### config.mk
export PLATFORM = sky130hd
export DESIGN_NAME = uam_front
export DESIGN_NICKNAME = d
export VERILOG_FILES = /design/src/rtl/uam_pkg.sv /design/src/rtl/uam_front.sv
export SDC_FILE = /design/constraint.sdc
export NUM_CORES = 1
export LEC_CHECK = 0
export BUFFER_PORTS_ARGS = -buffer_cell sky130_fd_sc_hd__buf_2
export CAP_MARGIN = 0
export CORE_MARGIN = 2
export CORE_UTILIZATION = 35
export CTS_BUF_LIST = sky130_fd_sc_hd__clkbuf_16
export DETAILED_ROUTE_END_ITERATION = 12
export GPL_ROUTABILITY_DRIVEN = 0
export GPL_TIMING_DRIVEN = 0
export HOLD_SLACK_MARGIN = 0.03
export PLACE_DENSITY = 0.76
export SYNTH_ARGS = -nofsm -noshare
export SYNTH_HDL_FRONTEND = slang
export SYNTH_SLANG_ARGS = --single-unit
### constraint.sdc
create_clock -name clk -period 1.7 [get_ports clk]
set_input_delay 0.17 -clock clk [delete_from_list [all_inputs] [get_ports clk]]
set_output_delay 0.17 -clock clk [all_outputs]
set_load 0.005 [all_outputs]
### src/rtl/uam_pkg.sv
// Shared types and constants for the undirected adjacency matrix block.
`timescale 1ns / 1ps

package uam_pkg;

  localparam int MAX_VERTICES = 64;
  localparam int VIDX_W       = 6;
  localparam int CNT_W        = 7;
  localparam int ROW_W        = 64;
  localparam int Q_DEPTH      = 2;
  localparam int QPTR_W       = (Q_DEPTH > 1) ? $clog2(Q_DEPTH) : 1;
  localparam int QCNT_W       = $clog2(Q_DEPTH + 1);

  localparam logic [CNT_W-1:0] VCOUNT_RST = CNT_W'(MAX_VERTICES);

  localparam logic [1:0] FUNC_ADD  = 2'd0;
  localparam logic [1:0] FUNC_DEL  = 2'd1;
  localparam logic [1:0] FUNC_TEST = 2'd2;
  localparam logic [1:0] FUNC_LIST = 2'd3;

  typedef enum logic [2:0] {
    K_FAIL = 3'd0,
    K_ADD  = 3'd1,
    K_DEL  = 3'd2,
    K_TEST = 3'd3,
    K_LIST = 3'd4
  } kind_t;

  typedef struct packed {
    logic [1:0]        func;
    logic [VIDX_W-1:0] vertex_a;
    logic [VIDX_W-1:0] vertex_b;
  } in_t;

  typedef struct packed {
    logic              ok;
    logic              edge_present;
    logic [VIDX_W-1:0] neighbour;
    logic              list_empty;
    logic              last;
  } out_t;

  typedef struct packed {
    kind_t             kind;
    logic [VIDX_W-1:0] va;
    logic [VIDX_W-1:0] vb;
    logic [CNT_W-1:0]  lim;
  } cmd_t;

  typedef struct packed {
    logic empty;
    logic full;
  } q_stat_t;

endpackage

### src/rtl/uam_front.sv
// Front end: vertex count register, range check and command classification.
`timescale 1ns / 1ps

module uam_front
  import uam_pkg::*;
(
  input  logic             clk,
  input  logic             rst_n,
  input  logic             start,
  input  in_t              in_data,
  input  logic             cfg_we,
  input  logic [CNT_W-1:0] cfg_wdata,
  input  q_stat_t          q_stat,
  output logic             busy,
  output logic             push,
  output cmd_t             cmd
);

  logic [CNT_W-1:0] vcount_r;
  logic [CNT_W-1:0] lim;
  logic             a_ok;
  logic             b_ok;

  always_ff @(posedge clk) begin
    if (!rst_n) begin
      vcount_r <= VCOUNT_RST;
    end else if (cfg_we) begin
      vcount_r <= cfg_wdata;
    end
  end

  assign lim  = (vcount_r > CNT_W'(MAX_VERTICES)) ? CNT_W'(MAX_VERTICES) : vcount_r;
  assign a_ok = {1'b0, in_data.vertex_a} < lim;
  assign b_ok = {1'b0, in_data.vertex_b} < lim;

  assign busy = q_stat.full;
  assign push = start && !q_stat.full;

  always_comb begin
    cmd.va   = in_data.vertex_a;
    cmd.vb   = in_data.vertex_b;
    cmd.lim  = lim;
    cmd.kind = K_FAIL;
    case (in_data.func)
      FUNC_ADD:  cmd.kind = (a_ok && b_ok) ? K_ADD  : K_FAIL;
      FUNC_DEL:  cmd.kind = (a_ok && b_ok) ? K_DEL  : K_FAIL;
      FUNC_TEST: cmd.kind = (a_ok && b_ok) ? K_TEST : K_FAIL;
      FUNC_LIST: cmd.kind = a_ok ? K_LIST : K_FAIL;
      default:   cmd.kind = K_FAIL;
    endcase
  end

endmodule

==> Flow_metrics.wiki, run 1 <==
{| class="wikitable"
! Metric !! Value
|-
| Boundary Pins || 51
|-
| Count of maximum capacitance violations || 0
|-
| 1st-pass router iterations || 3
|-
| Proportion of synthesized flip-flops having asynchronous set or reset || 0%
|-
| Drt first-iter violations || 4
|-
| XOR/XNOR Fraction of Synth Area || under 10%
|-
| Peak supply drop || 0.616 mV
|-
| Worst EP required || about 1500 ps
|-
| Register bit count reported by yosys || 7
|-
| Detail-routed via count per cell || 4.74
|-
| Cells on Worst Hold Path || 3
|-
| Clock buffer count from CTS || 3
|-
| Final worst path period need || slightly above 2000 ps
|-
| Critical-path top delay cell || sky130_fd_sc_hd__o32ai_4
|-
| Most frequent cell after synthesis || sky130_fd_sc_hd__buf_4
|-
| P per Cell Area || around 660 nW/µm²
|-
| WHS Endpoint || vcount_r[6]
|-
| Multiplexer area fraction after synthesis || between 8 and 9%
|-
| Final-report max-slew violation count || 0
|-
| Failing checks || setup timing
|-
| Largest net degree at the start of global routing || 9
|-
| GRT Util Overall || a little under a fifth
|-
| Crit Path Max Fanout || 6
|-
| Overall die width || between 40 and 50 µm
|-
| Row count || 15
|-
| Hold_sp || cfg_wdata[6]
|-
| Post-layout worst setup margin || -356 ps
|-
| Max Root-Sink Buffers || 2
|-
| Setup TNS || -1020 ps
|-
| Setup Viol. Count Final || 3
|-
| Main combinational cell family by area after synthesis || simple AND/OR/NAND/NOR gates
|-
| Flip-flop count of the largest register, all copies and words added || 7
|-
| Critical path type || flop to output pin
|-
| Top area cells in the synthesized netlist || sky130_fd_sc_hd__dfxtp_1, sky130_fd_sc_hd__ha_1, sky130_fd_sc_hd__buf_4
|-
| Area growth from synthesis to layout || 83.3%
|-
| Share of Yosys cell area claimed by the top area cell type || a little over 20%
|-
| Number of synthesized flops with an enable pin || 0
|-
| Overall die area || 2320 µm²
|-
| Total buffers and inverters traversed by the critical path || 3
|-
| Clock edge transition at the registers on the reported setup and hold paths || 40 ps
|-
| Antenna violations before repair || 0
|-
| Routed length per placed instance || approximately 13 µm
|-
| Clock root buffer master || sky130_fd_sc_hd__clkbuf_16
|-
| Tcrit/Tclk final || 121%
|-
| Crit. path cell count || 8
|-
| Number of global-route vias before repair || 693
|-
| Total DRC errors in the routed layout || 0
|-
| Registers with the most flip-flops || vcount_r: 7 flops
|-
| Mapped cell area || slightly below 700 µm²
|-
| End of the worst register-to-register path || vcount_r[6]
|-
| Num Clock Sinks || 7
|-
| Effective utilization at floorplan || 38.3%
|-
| Slew at the pin closest to its max-slew limit || between 400 and 500 ps
|-
| Port-buffer cells || 48
|-
| Worst-case clock skew || 0 ps
|-
| Synthesized-area fraction occupied by and/or/nand/nor cells || roughly a fifth
|-
| Startpoint of the worst register-to-register path || vcount_r[6]
|-
| Overflow left after global routing || 0
|-
| Depth of the most critical reg-to-reg path || 3
|-
| Commonest cells in the netlist || sky130_fd_sc_hd__buf_4, sky130_fd_sc_hd__ha_1, sky130_fd_sc_hd__dfxtp_1, sky130_fd_sc_hd__nand2_1, sky130_fd_sc_hd__nor2b_1
|-
| Class of the tightest hold or removal check || input pin to flop
|-
| Vias after detailed routing || about 780
|-
| Flip-flop cell with the highest count after synthesis || sky130_fd_sc_hd__dfxtp_1
|-
| Total Routed Length || between 2000 and 2500 µm
|-
| Count of inserted antenna diode cells || 0
|-
| Worst relative slew slack || a little under 70%
|-
| Highest achievable clock rate || a little under 0.5 GHz
|-
| Insertion delay to the later sink of the worst-skew pair || approximately 230 ps
|-
| CORE AREA || 1780 µm²
|-
| First-pass GRT wire length || roughly 2900 µm
|-
| Dominant cell type by area after synthesis || sky130_fd_sc_hd__dfxtp_1
|-
| Post-Syn Nets || 119
|-
| Sequential-to-total area share from yosys stat || between 20% and 30%
|-
| CTS tree || built
|-
| Height of the die || slightly below 50 µm
|-
| Area fraction in compound gates after synthesis || ~14%
|-
| P_leak || slightly below 0.7 nW
|-
| Maximum cell stage delay along the critical path || ~370 ps
|-
| Worst path arrival time || 1890 ps
|-
| Largest register by flop count || vcount_r
|-
| Run status || finished, violations left
|-
| Synthesis Warnings || 0
|-
| DPL Wire Length || ~1400 µm
|-
| Remaining antenna violation count after routing || 0
|-
| Layout cells sized above 1 || between 60% and 70%
|-
| Setup repair after global routing missed its margin || true
|-
| Element type at the critical path end || output pin
|-
| Final net count || approximately 180
|-
| Synth unique cells || 23
|-
| Post-route worst hold slack || roughly 170 ps
|-
| Mean instance size in the synthesized netlist || around 8.3 µm²
|-
| Reg2Reg Setup Slack || 930 ps
|-
| Sequence of cells on the critical path || inv_4 -> buf_6 -> nand2_2 -> ha_4 -> nand3_1 -> o32ai_4 -> nor3_2 -> buf_2
|-
| Mapped Cells || 82
|-
| Kind of start point of the critical path || flop
|-
| Dominant delay contributor by cell family on the critical path || compound AO/OA/AOI/OAI gates
|-
| Fin. Hold Viols || 0
|-
| H-tree lvl count || 1
|-
| Post-Synth Adder-Cell Area || 18.3%
|}
-- worst max-delay path by stage --
stage                      from       to  slack [ps]
global route        vcount_r[6]  cmd[19]        -440
floorplan           vcount_r[6]  cmd[21]           7
CTS                 vcount_r[6]  cmd[21]        -300
global placement    vcount_r[6]  cmd[21]        -230
detailed placement  vcount_r[6]  cmd[21]        -290
finish              vcount_r[6]  cmd[19]        -360
-- power breakdown --
| group | internal [W] | switching (W) |
|---|---|---|
| Combinational | 0.000133 | 0.000109 |
| Clock | 0.000306 | 0.0000912 |
| Sequential | 0.000175 | 0.0000103 |
| Total | 0.000614 | 0.000210 |
-- layer usage --
| metal | routed length [µm] | global-route usage (%) | vias to the layer above |
|---|---|---|---|
| met5 | 0 | 0 | - |
| met1 | 847 | 19.7 | 358 |
| met4 | 47 | 9.73 | 0 |
| met2 | 1110 | 32.9 | 30 |
| li1 | - | - | 386 |
| met3 | 110 | 2.96 | 4 |
-- kinds of logic (layout without fill, tap and decap cells) --
logic type               after synthesis  count (layout)
AO/OA/AOI/OAI                         14              14
XOR/XNOR                               1               1
adder cells (fa/ha/maj)               10              10
buffers and inverters                 21              78
flip-flops                             7               7
multiplexers                           6               6
AND/OR/NAND/NOR                       23              23
-- worst register-to-register path, stage by stage (launching register included) --
cell	delay, ps
sky130_fd_sc_hd__dfxtp_4	340
sky130_fd_sc_hd__inv_4	70
sky130_fd_sc_hd__buf_6	140
sky130_fd_sc_hd__o211ai_1	90
-- metrics by stage --
step	area [µm²]	setup slack (ps)	util, %	power, W	std cells
CTS	1190	-302	66.9	0.000793	164
floorplan	683	6.61	-	0.000284	82
global route	1250	-441	70.2	0.000861	164
global placement	955	-230	53.5	0.000353	155
detailed placement	955	-293	53.5	0.000360	155
finish	1250	-356	70.2	0.000824	164
-- layout by cell type (no fill, tap or decap), types with 2 or more instances in the layout --
cell	n
sky130_fd_sc_hd__nand3_1	2
sky130_fd_sc_hd__nor3_2	2
sky130_fd_sc_hd__ha_4	5
sky130_fd_sc_hd__nand2b_1	2
sky130_fd_sc_hd__buf_2	48
sky130_fd_sc_hd__dfxtp_1	6
sky130_fd_sc_hd__inv_1	6
sky130_fd_sc_hd__mux2i_1	6
sky130_fd_sc_hd__a31oi_4	2
sky130_fd_sc_hd__buf_4	17
sky130_fd_sc_hd__clkbuf_16	3
sky130_fd_sc_hd__nor2b_1	7
sky130_fd_sc_hd__ha_1	5
sky130_fd_sc_hd__a21o_1	3
sky130_fd_sc_hd__nand2_4	4
sky130_fd_sc_hd__nand2_1	2
sky130_fd_sc_hd__a21oi_2	3
sky130_fd_sc_hd__clkbuf_1	2
-- cell type report --
type / instances / area [µm²]
sequential: 7 / 144
tap: 25 / 31.3
fill: 139 / 531
inverter: 6 / 25.0
clock buffer: 3 / 75.1
clock inverter: 1 / 3.75
timing repair buffer: 53 / 282
multi-input combinational: 54 / 587
buffer: 15 / 105
-- repair_timing --
action / in CTS / in global routing
pin swaps: 9 / 9
endpoints found under the hold margin: 0 / 0
setup endpoints to repair: 3 / 3
resized for setup: 22 / 9
hold buffers: 0 / 0
buffers inserted: 5 / 0
(Power assumes the default switching activity.)
==> run 2: changes to the inputs <==
- SETUP_SLACK_MARGIN: unset -> 0.1
==> Flow_metrics.wiki, run 2 (synthesis results as in run 1) <==
{| class="wikitable"
! Metric !! Value
|-
| Failing checks || setup timing
|-
| Commonest non-fill, non-tap cell in the layout || sky130_fd_sc_hd__buf_2
|-
| Total DRC errors in the routed layout || 0 (unchanged)
|-
| Count of maximum capacitance violations || 0 (unchanged)
|-
| Number of global-route vias before repair || 662 (-4.5%)
|-
| First-pass GRT wire length || 2690 µm (-6.0%)
|-
| Setup repair after global routing missed its margin || true
|-
| Reg2Reg Setup Slack || 930 ps (about the same)
|-
| Class of the tightest hold or removal check || input pin to flop
|-
| Worst path arrival time || 1830 ps (-60 ps)
|-
| Insertion delay to the later sink of the worst-skew pair || 230 ps (about the same)
|-
| Clock buffer count from CTS || 3 (unchanged)
|-
| Area growth from synthesis to layout || 86.1%
|-
| Sequence of cells on the critical path || inv_8 -> nand2_4 -> ha_4 -> or4b_4 -> a21oi_2 -> o21ai_1 -> a21oi_1 -> buf_2
|-
| Slew at the pin closest to its max-slew limit || 476 ps (-4.58 ps)
|-
| Critical path endpoint || cmd[21]
|-
| Overall die width || 48.2 µm (unchanged)
|-
| Highest achievable clock rate || 0.500 GHz (+2.7%)
|-
| Drt first-iter violations || 6 (+2)
|-
| Vias after detailed routing || 756 (-2.8%)
|-
| Total Routed Length || 2040 µm (-3.7%)
|-
| Final worst path period need || 2000 ps (-54.0 ps)
|-
| Final net count || 177 (unchanged)
|-
| Cells on Worst Hold Path || 3 (unchanged)
|-
| Cell count after placement || 155 (unchanged)
|-
| Run status || finished, violations left
|-
| GRT Util Overall || 16.7% (-1.4 points)
|-
| Launching element of the worst setup path || vcount_r[6]
|-
| Registers with the most flip-flops || vcount_r: 7 flops
|-
| Num Clock Sinks || 7 (unchanged)
|-
| Row count || 15 (unchanged)
|-
| Critical path type || flop to output pin
|-
| Hold Buf Count CTS || 0 (unchanged)
|-
| Worst EP required || 1530 ps (about the same)
|-
| Worst-case clock skew || 0 ps (unchanged)
|-
| Detail-routed via count per cell || 4.61 (-2.8%)
|-
| Remaining antenna violation count after routing || 0 (unchanged)
|-
| Final-report max-slew violation count || 0 (unchanged)
|-
| Count of filler cells inserted in the layout || 131 (-5.8%)
|-
| Clock edge transition at the registers on the reported setup and hold paths || 40 ps (about the same)
|-
| Routed length per placed instance || 12.4 µm (-3.7%)
|-
| CTS tree || built
|-
| Overall die area || 2320 µm² (unchanged)
|-
| Tcrit/Tclk final || 118% (-3.2 points)
|-
| Worst relative slew slack || 68.3% (+0.31 points)
|-
| Setup Viol. Count Final || 3 (unchanged)
|-
| P_leak || 0.681 nW (+0.31%)
|-
| End of the worst register-to-register path || vcount_r[6]
|-
| Overflow left after global routing || 0 (unchanged)
|-
| Element type at the critical path end || output pin
|-
| Largest register by flop count || vcount_r
|-
| Layout cells sized above 1 || 66.2% (unchanged)
|-
| Height of the die || 48.2 µm (unchanged)
|-
| Overall Power || 0.000831 W (+0.77%)
|-
| Critical-path top delay cell || sky130_fd_sc_hd__or4b_4
|-
| Flip-flop count of the largest register, all copies and words added || 7 (unchanged)
|-
| Commonest non-fill, non-tap cells in the layout || sky130_fd_sc_hd__buf_2, sky130_fd_sc_hd__buf_4, sky130_fd_sc_hd__nor2b_1
|-
| Clock root buffer master || sky130_fd_sc_hd__clkbuf_16
|-
| CORE AREA || 1780 µm² (unchanged)
|-
| Largest net degree at the start of global routing || 9 (unchanged)
|-
| Post-layout worst setup margin || -302 ps (+54.0 ps)
|-
| DPL Wire Length || 1470 µm (+4.8%)
|-
| Antenna violations before repair || 0 (unchanged)
|-
| Depth of the most critical reg-to-reg path || 3 (unchanged)
|-
| P per Cell Area || 653 nW/µm² (-0.72%)
|-
| Count of inserted antenna diode cells || 0 (unchanged)
|-
| Non-filler cells, final || 164 (unchanged)
|-
| Port-buffer cells || 48 (unchanged)
|-
| Peak supply drop || 1.00 mV (+62%)
|-
| Max Root-Sink Buffers || 2 (unchanged)
|-
| Maximum cell stage delay along the critical path || 470 ps (+100 ps)
|-
| Boundary Pins || 51 (unchanged)
|-
| Crit Path Max Fanout || 4 (-2)
|-
| H-tree lvl count || 1 (unchanged)
|-
| Effective utilization at floorplan || 38.3% (unchanged)
|-
| Fin. Hold Viols || 0 (unchanged)
|-
| Startpoint of the worst register-to-register path || vcount_r[6]
|-
| 1st-pass router iterations || 4 (+1)
|-
| Kind of start point of the critical path || flop
|}
[run 2: cell count changes in the layout (fill, tap and decap cells not counted), sizes merged]
cell / before / now
clkinv: 0 / 1
inv: 7 / 6
[run 2: how the worst min path moves through the flow]
stage	endpoint	start	slack [ps]
detailed placement	vcount_r[6]	cfg_wdata[6]	400
finish	vcount_r[6]	cfg_wdata[6]	160
global placement	vcount_r[6]	cfg_wdata[6]	390
CTS	vcount_r[6]	cfg_wdata[6]	160
global route	vcount_r[6]	cfg_wdata[6]	200
floorplan	vcount_r[6]	rst_n	270
[run 2: where the power goes]
group | total (W) | leakage, nW | switching [W] | internal [W]
sequential | 0.000187 | 0.0580 | 0.0000115 | 0.000175
clock | 0.000398 | 0.0409 | 0.0000898 | 0.000308
combinational | 0.000246 | 0.582 | 0.000107 | 0.000139
total | 0.000831 | 0.681 | 0.000208 | 0.000622
[run 2: layout make-up]
cell class,count,area (µm²),share of cell area [%]
Sequential cell,7,144,11.3
Buffer,15,105,8.27
Multi-Input combinational cell,54,591,46.5
Timing Repair Buffer,53,290,22.8
Clock inverter,1,5.00,0.394
Clock buffer,3,75.1,5.91
Tap cell,25,31.3,2.46
Inverter,6,30.0,2.36
[run 2: worst max-delay path: cells and delay by family (launching register included)]
kind,cells,cell delay (ps)
simple gates,2,530
flops,1,350
compound gates,3,340
buf+inv,2,200
fa+ha+maj,1,160
[run 2: routing by layer]
layer	track usage [%]	wire length (µm)	up-vias
met4	4.86	13	0
met3	3.33	125	2
met2	32.6	1090	29
met5	0	0	-
met1	17.7	813	340
li1	-	-	385
[run 2: what timing repair did]
item / CTS / global route
buffers inserted: 5 / 0
setup endpoints to repair: 3 / 3
gates cloned: 0 / 0
hold endpoints to repair: 0 / 0
pin swaps: 7 / 4
gates resized for setup: 18 / 6
[run 2: per-stage QoR]
step | TNS [ps] | hold slack, ps | util, % | setup WS (ps) | area (µm²)
final | -870 | 163 | 71.3 | -302 | 1270
after floorplan | 0 | 268 | - | 91.7 | 709
after CTS | -804 | 164 | 68.8 | -289 | 1230
after global placement | -282 | 388 | 55.0 | -111 | 981
after global routing | -1090 | 197 | 71.3 | -377 | 1270
after detailed placement | -392 | 400 | 55.0 | -181 | 981
