[src/rtl/uam_pkg.sv]
// Shared types and constants for the undirected adjacency matrix block.
`timescale 1ns / 1ps

package uam_pkg;

  localparam int MAX_VERTICES = 64;
  localparam int VIDX_W       = 6;
  localparam int CNT_W        = 7;
  localparam int ROW_W        = 64;
  localparam int Q_DEPTH      = 2;
  localparam int QPTR_W       = (Q_DEPTH > 1) ? $clog2(Q_DEPTH) : 1;
  localparam int QCNT_W       = $clog2(Q_DEPTH + 1);

  localparam logic [CNT_W-1:0] VCOUNT_RST = CNT_W'(MAX_VERTICES);

  localparam logic [1:0] FUNC_ADD  = 2'd0;
  localparam logic [1:0] FUNC_DEL  = 2'd1;
  localparam logic [1:0] FUNC_TEST = 2'd2;
  localparam logic [1:0] FUNC_LIST = 2'd3;

  typedef enum logic [2:0] {
    K_FAIL = 3'd0,
    K_ADD  = 3'd1,
    K_DEL  = 3'd2,
    K_TEST = 3'd3,
    K_LIST = 3'd4
  } kind_t;

  typedef struct packed {
    logic [1:0]        func;
    logic [VIDX_W-1:0] vertex_a;
    logic [VIDX_W-1:0] vertex_b;
  } in_t;

  typedef struct packed {
    logic              ok;
    logic              edge_present;
    logic [VIDX_W-1:0] neighbour;
    logic              list_empty;
    logic              last;
  } out_t;

  typedef struct packed {
    kind_t             kind;
    logic [VIDX_W-1:0] va;
    logic [VIDX_W-1:0] vb;
    logic [CNT_W-1:0]  lim;
  } cmd_t;

  typedef struct packed {
    logic empty;
    logic full;
  } q_stat_t;

endpackage

[src/rtl/uam_fifo.sv]
// Short command queue between front end and back end.
`timescale 1ns / 1ps

module uam_fifo
  import uam_pkg::*;
(
  input  logic    clk,
  input  logic    rst_n,
  input  logic    push,
  input  cmd_t    wr_cmd,
  input  logic    pop,
  output cmd_t    rd_cmd,
  output q_stat_t q_stat
);

  cmd_t              slot_r [Q_DEPTH];
  logic [QPTR_W-1:0] wr_ptr_r;
  logic [QPTR_W-1:0] rd_ptr_r;
  logic [QCNT_W-1:0] cnt_r;
  logic              do_push;
  logic              do_pop;

  assign q_stat.empty = (cnt_r == '0);
  assign q_stat.full  = (cnt_r == QCNT_W'(Q_DEPTH));
  assign do_push      = push && !q_stat.full;
  assign do_pop       = pop && !q_stat.empty;
  assign rd_cmd       = slot_r[rd_ptr_r];

  always_ff @(posedge clk) begin
    if (do_push) begin
      slot_r[wr_ptr_r] <= wr_cmd;
    end
  end

  always_ff @(posedge clk) begin
    if (!rst_n) begin
      wr_ptr_r <= '0;
      rd_ptr_r <= '0;
      cnt_r    <= '0;
    end else begin
      if (do_push) begin
        wr_ptr_r <= (wr_ptr_r == QPTR_W'(Q_DEPTH - 1)) ? '0 : wr_ptr_r + 1'b1;
      end
      if (do_pop) begin
        rd_ptr_r <= (rd_ptr_r == QPTR_W'(Q_DEPTH - 1)) ? '0 : rd_ptr_r + 1'b1;
      end
      case ({do_push, do_pop})
        2'b10:   cnt_r <= cnt_r + 1'b1;
        2'b01:   cnt_r <= cnt_r - 1'b1;
        default: cnt_r <= cnt_r;
      endcase
    end
  end

endmodule

[config.mk]
export PLATFORM = sky130hd
export DESIGN_NAME = uam_fifo
export DESIGN_NICKNAME = d
export VERILOG_FILES = /design/src/rtl/uam_pkg.sv /design/src/rtl/uam_fifo.sv
export SDC_FILE = /design/constraint.sdc
export NUM_CORES = 1
export LEC_CHECK = 0
export BUFFER_PORTS_ARGS = -buffer_cell sky130_fd_sc_hd__buf_2
export CAP_MARGIN = 5
export CELL_PAD_IN_SITES_DETAIL_PLACEMENT = 0
export CELL_PAD_IN_SITES_GLOBAL_PLACEMENT = 1
export CORE_MARGIN = 2
export CORE_UTILIZATION = 38
export CTS_CLUSTER_SIZE = 16
export DETAILED_ROUTE_END_ITERATION = 16
export GPL_ROUTABILITY_DRIVEN = 0
export PLACE_DENSITY_LB_ADDON = 0.08
export REMOVE_ABC_BUFFERS = 1
export SLEW_MARGIN = 20
export SYNTH_ARGS = -nofsm -noshare
export SYNTH_HDL_FRONTEND = slang
export SYNTH_SLANG_ARGS = --single-unit
[constraint.sdc]
create_clock -name clk -period 1.9 [get_ports clk]
set_clock_uncertainty 0.1 [all_clocks]
set_input_delay 0.095 -clock clk [delete_from_list [all_inputs] [get_ports clk]]
set_output_delay 0.095 -clock clk [all_outputs]
set_load 0.01 [all_outputs]
==> impl_metrics.py, run 1 <==
metrics = {
    "status": {
        "status": "complete, no violations",
    },
    "critical_path": {
        "cpPeakStageDelay_ps": 420,
        "critical_path_peak_fanout": 6,
        "worstSetupEndpointType": "flop",
        "crit_path_start_kind": "flop",
        "crit_type": "reg2reg",
        "required_ps": 1810,
        "crit_chain": "nand2b_2 -> inv_2 -> or3_1 -> inv_1 -> buf_4",
        "critPathSlowestCell": "dfxtp_1",
        "arrival_ps": 1550,
    },
    "global_route": {
        "grt_overflow_total": 0,
        "grt_usage_pct": 13.5,
        "antenna_found_initial": 0,
        "grt_max_degree": 23,
        "grt_first_pass_wirelength_um": 5200,
        "grt_pass1_vias": 1117,
    },
    "sta": {
        "tns_ps": 0,
        "finalMaxSlewViolations": 0,
        "max_freq_mhz": 609,
        "fin_hold_ws_ps": 88.4,
        "hold_violations": 0,
        "rsz0062_at_grt": "false",
        "setup_viol": 0,
        "slew_headroom_pct": 80.0,
        "timing.final.crit_share_pct": 86.4,
        "max_slew.worst_pin.slew_ps": 300,
        "fin_crit_ps": 1640,
    },
    "pwr": {
        "p_clk_share_pct": 23.3,
        "p_per_area_mw_per_mm2": 1220,
        "p_seq_share_pct": 46.9,
        "pwr-share-comb_pct": 29.8,
        "switchingPower_mw": 0.816,
        "p_int_mw": 2.23,
        "p_leak_nw": 0.972,
        "peakVddDrop_uv": 521,
        "sw_frac_of_total_pct": 26.8,
    },
    "cts": {
        "cts_setup_buffers": 0,
        "cts.sink_count": 49,
        "clk_latency_ps": 290,
        "cts_buffer_depth": 2,
        "post_cts_resized": 0,
        "clk_pin_slew_ps": 80,
        "tritoncts": "done",
        "cts_max_level": 2,
        "root_buffer": "clkbuf_8",
        "numCtsBuffers": 5,
    },
    "synth": {
        "syn_inst": 94,
        "yosys.cell_types.count": 18,
        "seq_area_frac_synth_pct": 78.3,
        "syn_area_per_cell_um2": 19.3,
        "synth.ff_latch_count": 49,
        "yosysWarnings": 0,
        "synth_area_mm2": 0.00182,
    },
    "route": {
        "drc": 0,
        "vias": 1069,
        "drt_iter0_markers": 45,
        "avgViaCountPerCell": 4.63,
        "totalWireLength_um": 3240,
        "first_pass_iters": 4,
        "ant_nets": 0,
        "wl_per_cell_um": 14.0,
    },
    "finish": {
        "nNetsFinal": 203,
        "multi_input_comb_area_um2": 373,
        "drive_above_1_share_pct": 48.0,
        "regArea_mm2": 0.00142,
        "diodes": 0,
        "layout-area-overhead-vs-synth_pct": 38.0,
        "n_fill_cell": 387,
    },
    "floorplan": {
        "io_pins": 50,
        "core_area_mm2": 0.00466,
        "die_x_um": 73.1,
        "start_util_pct": 39.0,
        "fp.dieH_um": 73.1,
        "rows": 25,
        "dieArea_mm2": 0.00535,
    },
    "placed_design": {
        "dp_hpwl_um": 2180,
        "port_buffers": 49,
    },
    "worst_hold_path": {
        "hold_path_class": "in2reg",
    },
    "job": {
        "cap_viol_max_count": 0,
    },
}
synthesized netlist by cell type:
library cell,n,area [µm²]
a21boi_1,2,15.0
and2_1,1,6.26
and3_1,1,6.26
buf_2,2,10.0
dfxtp_1,5,100
edfxtp_1,44,1320
ha_1,1,12.5
inv_1,2,7.51
inv_2,1,3.75
mux2_2,22,248
nand2_1,1,3.75
nand2b_2,1,8.76
nor2_1,1,3.75
nor2b_1,2,12.5
o21a_1,1,7.51
o21ai_0,2,10.0
or3_1,2,12.5
xnor2_1,3,26.3
placed cells by master (no fill, tap or decap), types with 2 or more instances in the layout:
master,instances
buf_2,49
edfxtp_1,44
dlygate4sd3_1,23
mux2_2,22
dfxtp_1,5
clkbuf_8,5
buf_4,4
xnor2_1,3
nor2b_1,2
inv_1,2
or3_1,2
o21ai_0,2
a21boi_1,2
sequential cells by signal (all words and copies together), names as in the netlist, named ones only:
register  flops
rd_ptr_r      1
wr_ptr_r      1
slot_r       44
cnt_r         2
final cells by class:
cell class                      count  area share (%)
Clock inverter                      2            1.40
Multi-Input combinational cell     40            14.9
Clock buffer                        6            2.90
Tap cell                           54            2.70
Sequential cell                    49            56.7
Inverter                            3           0.449
Timing Repair Buffer               77            21.0
per-layer routing:
| layer | global-route usage [%] | vias to the layer above | wire length [µm] |
|---|---|---|---|
| met2 | 23.3 | 29 | 1740 |
| met5 | 0 | - | 0 |
| li1 | - | 517 | - |
| met1 | 15.2 | 516 | 1290 |
| met3 | 4.70 | 7 | 159 |
| met4 | 5.56 | 0 | 56 |
per-stage QoR:
step           util (%)  total power, mW  cell area (µm²)  instances  worst slack, ps
2_1_floorplan         -             1.99             1810         92             55.3
3_3_place_gp       46.5             2.32             2170        200              298
3_5_place_dp       46.5             2.35             2170        200              244
4_1_cts            53.8             3.10             2510        231              232
5_1_grt            53.8             3.23             2510        231              135
6_report           53.8             3.05             2510        231              259
critical path, delay by kind of cell (launching register included):
kind,cells,cell delay (ps)
buf+inv,3,340
flops,1,420
simple gates,2,500
timing repair:
action,4_1_cts,5_1_grt
endpoints found under the setup margin,0,0
hold buffers,23,0
hold endpoints to repair,49,0
worst paths after layout:
kind	from	endpoint	slack [ps]	cells past startpoint
max	cnt_r[0]$_SDFFE_PN0P_	slot_r[0][15]$_DFFE_PP_	260	5
min	push	wr_ptr_r$_SDFFE_PN0P_	90	4
max reg2reg	cnt_r[0]$_SDFFE_PN0P_	slot_r[0][15]$_DFFE_PP_	260	5
min reg2reg	wr_ptr_r$_SDFFE_PN0P_	wr_ptr_r$_SDFFE_PN0P_	410	2
kinds of logic (layout without fill, tap and decap cells):
logic type	Yosys count	after routing	synth area share, %
multiplexers	22	22	13.6
AO/OA/AOI/OAI	5	5	1.79
XOR/XNOR	3	3	1.45
adder cells (fa/ha/maj)	1	1	0.689
buffers and inverters	5	88	1.17
AND/OR/NAND/NOR	9	9	2.96
flip-flops	49	49	78.3
power groups by stage:
stage	Sequential (mW)	Combinational (mW)	Clock, mW
floorplan	1.48	0.506	0
global placement	1.44	0.880	0
detailed placement	1.46	0.894	0
CTS	1.43	0.935	0.738
global route	1.44	1.00	0.782
finish	1.43	0.908	0.710
Note: power is estimated with default switching activity, not from simulation.
==> run 2, diff against run 1 <==
BUFFER_PORTS_ARGS = -buffer_cell sky130_fd_sc_hd__buf_4   (was -buffer_cell sky130_fd_sc_hd__buf_2)
==> run 2 against run 1 <==
First-iteration DRC count is 4.4% higher. Via count is 1.8% lower. Setup slack worse by 91 ps. Sequential cell count stayed put. Die area stayed put.
==> impl_metrics.py, run 2 (synthesis results as in run 1) <==
metrics = {
    "floorplan": {
        "fp.dieH_um": 73.1,
        "io_pins": 50,
        "core_area_mm2": 0.00466,
        "dieArea_mm2": 0.00535,
        "start_util_pct": 39.0,
        "die_x_um": 73.1,
        "rows": 25,
    },
    "critical_path": {
        "r2r_start": "cnt_r[0]$_SDFFE_PN0P_",
        "ff2ff_setup_slack_ps": 230,
        "r2r_cells": 5,
        "critical_path_peak_fanout": 9,
        "endpoint": "rd_cmd[5]",
        "crit_type": "reg2out",
        "crit_path_start_kind": "flop",
        "required_ps": 1700,
        "arrival_ps": 1540,
        "r2r_end": "cnt_r[1]$_SDFFE_PN0P_",
        "worstSetupEndpointType": "primary output",
    },
    "sta": {
        "hold_violations": 0,
        "max_freq_mhz": 577,
        "timing.final.crit_share_pct": 91.2,
        "slew_headroom_pct": 79.8,
        "tns_ps": 0,
        "fin_hold_ws_ps": 83.4,
        "finalMaxSlewViolations": 0,
        "setup_viol": 0,
        "fin_ws_ps": 168,
        "rsz0062_at_grt": "false",
        "max_slew.worst_pin.slew_ps": 302,
        "fin_crit_ps": 1730,
    },
    "global_route": {
        "grt_usage_pct": 13.1,
        "antenna_found_initial": 0,
        "grt_max_degree": 14,
        "grt_first_pass_wirelength_um": 5080,
        "grt_overflow_total": 0,
        "grt_pass1_vias": 1147,
    },
    "route": {
        "vias": 1050,
        "wl_per_cell_um": 13.6,
        "totalWireLength_um": 3160,
        "drc": 0,
        "drt_iter0_markers": 47,
        "first_pass_iters": 4,
        "ant_nets": 0,
        "avgViaCountPerCell": 4.53,
    },
    "finish": {
        "largest_reg_flops": 44,
        "layout_common_cells": "buf_4 (55), edfxtp_1 (44), dlygate4sd3_1 (23)",
        "layout-area-overhead-vs-synth_pct": 43.0,
        "n_fill_cell": 382,
        "layout_commonest_cell": "buf_4",
        "reg_top3": "slot_r: 44 flops, cnt_r: 2 flops",
        "top_register": "slot_r",
        "diodes": 0,
        "nNetsFinal": 204,
        "multi_input_comb_area_um2": 373,
        "regArea_mm2": 0.00142,
        "drive_above_1_share_pct": 47.2,
    },
    "placed_design": {
        "pre_cts_ws_ps": 229,
        "port_buffers": 49,
        "dp_hpwl_um": 2210,
    },
    "cts": {
        "root_buffer": "clkbuf_8",
        "holdBufCountCts": 23,
        "cts_max_level": 2,
        "cts_buffer_depth": 2,
        "clk_pin_slew_ps": 80,
        "post_cts_resized": 0,
        "numCtsBuffers": 5,
        "cts.sink_count": 49,
        "tritoncts": "done",
        "clk_latency_ps": 290,
        "cts_setup_buffers": 0,
    },
    "pwr": {
        "p_leak_nw": 0.999,
        "peakVddDrop_uv": 643,
        "power.total_mw": 3.02,
        "p_per_area_mw_per_mm2": 1160,
    },
    "status": {
        "status": "complete, no violations",
    },
    "job": {
        "cap_viol_max_count": 0,
    },
    "worst_hold_path": {
        "hold_path_class": "in2reg",
        "hold_path_depth": 4,
    },
}
run 2: changes by cell type in the layout (fill, tap and decap cells not counted), sizes merged:
cell    previous run  this run
clkbuf             6         8
clkinv             1         0
buf               54        55
bufinv             1         0
run 2: per-layer routing:
metal	wire length, µm	vias up	global-route usage [%]	part of all wire, %
met5	0	-	0	0
met4	20	0	4.32	0.63
met3	174	2	5.39	5.5
met2	1680	30	22.1	53
met1	1290	498	15.1	41
li1	-	520	-	-
run 2: cell type report:
| type | instances | area share, % |
|---|---|---|
| clock buffers | 8 | 3.08 |
| inverters | 3 | 0.434 |
| multi-input cells | 40 | 14.4 |
| flip-flops and latches | 49 | 54.7 |
| well taps | 54 | 2.60 |
| repair buffers | 78 | 24.8 |
run 2: worst min-delay path by stage:
stage | startpoint | slack, ps | end
3_5_place_dp | wr_cmd[5] | 190 | slot_r[1][5]$_DFFE_PP_
5_1_grt | push | 110 | wr_ptr_r$_SDFFE_PN0P_
4_1_cts | push | 70 | wr_ptr_r$_SDFFE_PN0P_
3_3_place_gp | wr_cmd[16] | 180 | slot_r[1][16]$_DFFE_PP_
2_1_floorplan | wr_cmd[0] | 90 | slot_r[0][0]$_DFFE_PP_
6_report | push | 80 | wr_ptr_r$_SDFFE_PN0P_
run 2: report_power, final:
group,total [mW],switching (mW),internal (mW)
registers,1.44,0.0783,1.37
clock network,0.563,0.302,0.262
logic,1.01,0.431,0.579
run 2: per-stage QoR:
stage                     cell area, µm²  util, %  cells
final                               2600     55.7    232
after global routing                2600     55.7    232
after CTS                           2600     55.7    232
after detailed placement            2290     49.0    201
after global placement              2290     49.0    201
after floorplan                     1810        -     92
run 2: worst max-delay path, stage by stage, from the launching register on:
cell and delay (ps):
dfxtp_1 500, buf_4 250, mux2_2 350, buf_4 140
==> run 3, diff against run 2 <==
CELL_PAD_IN_SITES_DETAIL_PLACEMENT = not set   (was 0)
CELL_PAD_IN_SITES_GLOBAL_PLACEMENT = not set   (was 1)
CORE_UTILIZATION = 45   (was 38)
HOLD_SLACK_MARGIN = 0.1   (was not set)
==> run 3 against run 2 <==
Clock power up 32%. Maximum frequency up 2.9%. Non-clock buffer count up 1. Final cell count down 1.3%. Worst hold slack better by 88 ps. Critical endpoint is now cnt_r[1]$_SDFFE_PN0P_. Combinational power about the same. Sequential power about the same. Count of clock-buffer cells in the layout down 2. Power up 6.4%. Largest power group unchanged. Highest routed layer unchanged. Via count up 0.67%. Die area down 15%. Global-route usage up 1.6 points.
==> impl_metrics.py, run 3 (synthesis results as in run 1) <==
metrics = {
    "status": {
        "status": "complete, no violations",
    },
    "critical_path": {
        "r2r_end": "cnt_r[1]$_SDFFE_PN0P_",
        "ff2ff_setup_slack_ps": 220,
        "endpoint": "cnt_r[1]$_SDFFE_PN0P_",
        "crit_type": "reg2reg",
        "required_ps": 2030,
        "crit_path_start_kind": "flop",
        "arrival_ps": 1810,
        "r2r_start": "cnt_r[0]$_SDFFE_PN0P_",
        "worstSetupEndpointType": "flop",
        "critical_path_peak_fanout": 5,
        "worstSetupStartpoint": "cnt_r[0]$_SDFFE_PN0P_",
        "r2r_cells": 5,
    },
    "cts": {
        "tritoncts": "done",
        "cts_setup_buffers": 0,
        "clk_latency_ps": 290,
        "cts_buffer_depth": 2,
        "holdBufCountCts": 24,
        "clk_pin_slew_ps": 80,
        "root_buffer": "clkbuf_8",
        "cts.sink_count": 49,
        "cts_max_level": 2,
        "post_cts_resized": 0,
        "numCtsBuffers": 5,
    },
    "finish": {
        "layout-area-overhead-vs-synth_pct": 45.5,
        "nNetsFinal": 205,
        "layout_commonest_cell": "buf_4",
        "largest_reg_flops": 44,
        "reg_top3": "slot_r: 44 flops, cnt_r: 2 flops",
        "layout_common_cells": "buf_4 (55), edfxtp_1 (44), dlygate4sd3_1 (24)",
        "diodes": 0,
        "top_register": "slot_r",
        "drive_above_1_share_pct": 48.6,
        "fin_area_mm2": 0.00264,
        "stdcell_count": 229,
    },
    "floorplan": {
        "die_x_um": 67.5,
        "rows": 23,
        "core_area_mm2": 0.00394,
        "start_util_pct": 46.0,
        "io_pins": 50,
        "fp.dieH_um": 67.5,
        "dieArea_mm2": 0.00456,
    },
    "sta": {
        "rsz0062_at_grt": "false",
        "max_slew.worst_pin.slew_ps": 315,
        "fin_ws_ps": 217,
        "hold_violations": 0,
        "slew_headroom_pct": 79.0,
        "fin_crit_ps": 1680,
        "setup_viol": 0,
        "tns_ps": 0,
        "timing.final.crit_share_pct": 88.6,
        "finalMaxSlewViolations": 0,
        "max_freq_mhz": 594,
    },
    "global_route": {
        "grt_usage_pct": 14.7,
        "grt_first_pass_wirelength_um": 4760,
        "grt_pass1_vias": 1091,
        "grt_overflow_total": 0,
        "antenna_found_initial": 0,
        "grt_max_degree": 16,
    },
    "job": {
        "cap_viol_max_count": 0,
    },
    "pwr": {
        "p_per_area_mw_per_mm2": 1220,
        "peakVddDrop_uv": 1000,
        "p_leak_nw": 1.02,
    },
    "placed_design": {
        "postPlaceCellArea_mm2": 0.00228,
        "pre_cts_ws_ps": 227,
        "port_buffers": 49,
        "dp_hpwl_um": 2120,
        "placed_cells": 197,
    },
    "route": {
        "wl_per_cell_um": 13.2,
        "totalWireLength_um": 3020,
        "vias": 1057,
        "drt_iter0_markers": 40,
        "drc": 0,
        "first_pass_iters": 4,
        "avgViaCountPerCell": 4.62,
        "ant_nets": 0,
    },
    "worst_hold_path": {
        "hold_path_class": "in2reg",
    },
}
-- run 3: power breakdown --
part	total (mW)	switching, mW	internal (mW)
registers	1.43	0.0629	1.37
clock network	0.743	0.315	0.428
logic	1.04	0.458	0.581
total	3.21	0.837	2.37
-- run 3: how the worst min path moves through the flow --
| stage | startpoint | cells after the start | end | slack [ps] |
|---|---|---|---|---|
| CTS | pop | 4 | rd_ptr_r$_SDFFE_PN0P_ | 160 |
| global route | pop | 4 | flop | 210 |
| global placement | wr_cmd[5] | 1 | slot_r[0][5]$_DFFE_PP_ | 180 |
| floorplan | wr_cmd[0] | 0 | slot_r[0][0]$_DFFE_PP_ | 90 |
| detailed placement | wr_cmd[4] | 1 | slot_r[0][4]$_DFFE_PP_ | 180 |
| finish | pop | 4 | rd_ptr_r$_SDFFE_PN0P_ | 170 |
-- run 3: worst max-delay path, stage by stage, from the launching register on --
cell and delay, ps:
dfxtp_1 420, nand2b_2 190, nand2_1 80, ha_1 330
or3_1 360, a21boi_1 140
-- run 3: cell type report --
cell class / count / area [µm²]
multi-input cells: 40 / 373
inverters: 3 / 11.3
clock buffers: 6 / 82.6
fillers: 281 / 1300
well taps: 50 / 62.6
flip-flops and latches: 49 / 1420
repair buffers: 79 / 653
clock inverters: 2 / 37.5
-- run 3: routing by layer --
layer  vias up  share of wire (%)  global-route usage, %
met5         -                  0                      0
met2        36                 50                   25.2
li1        523                  -                      -
met3         5                6.3                   4.33
met1       493                 42                   16.9
met4         0                1.1                   6.89
-- run 3: through the flow --
stage / power, mW / utilization, % / hold slack, ps
after floorplan: 1.99 / - / 93.9
after global placement: 2.44 / 57.9 / 181
after detailed placement: 2.47 / 57.9 / 183
after CTS: 3.26 / 67.0 / 161
after global routing: 3.39 / 67.0 / 206
final: 3.21 / 67.0 / 171
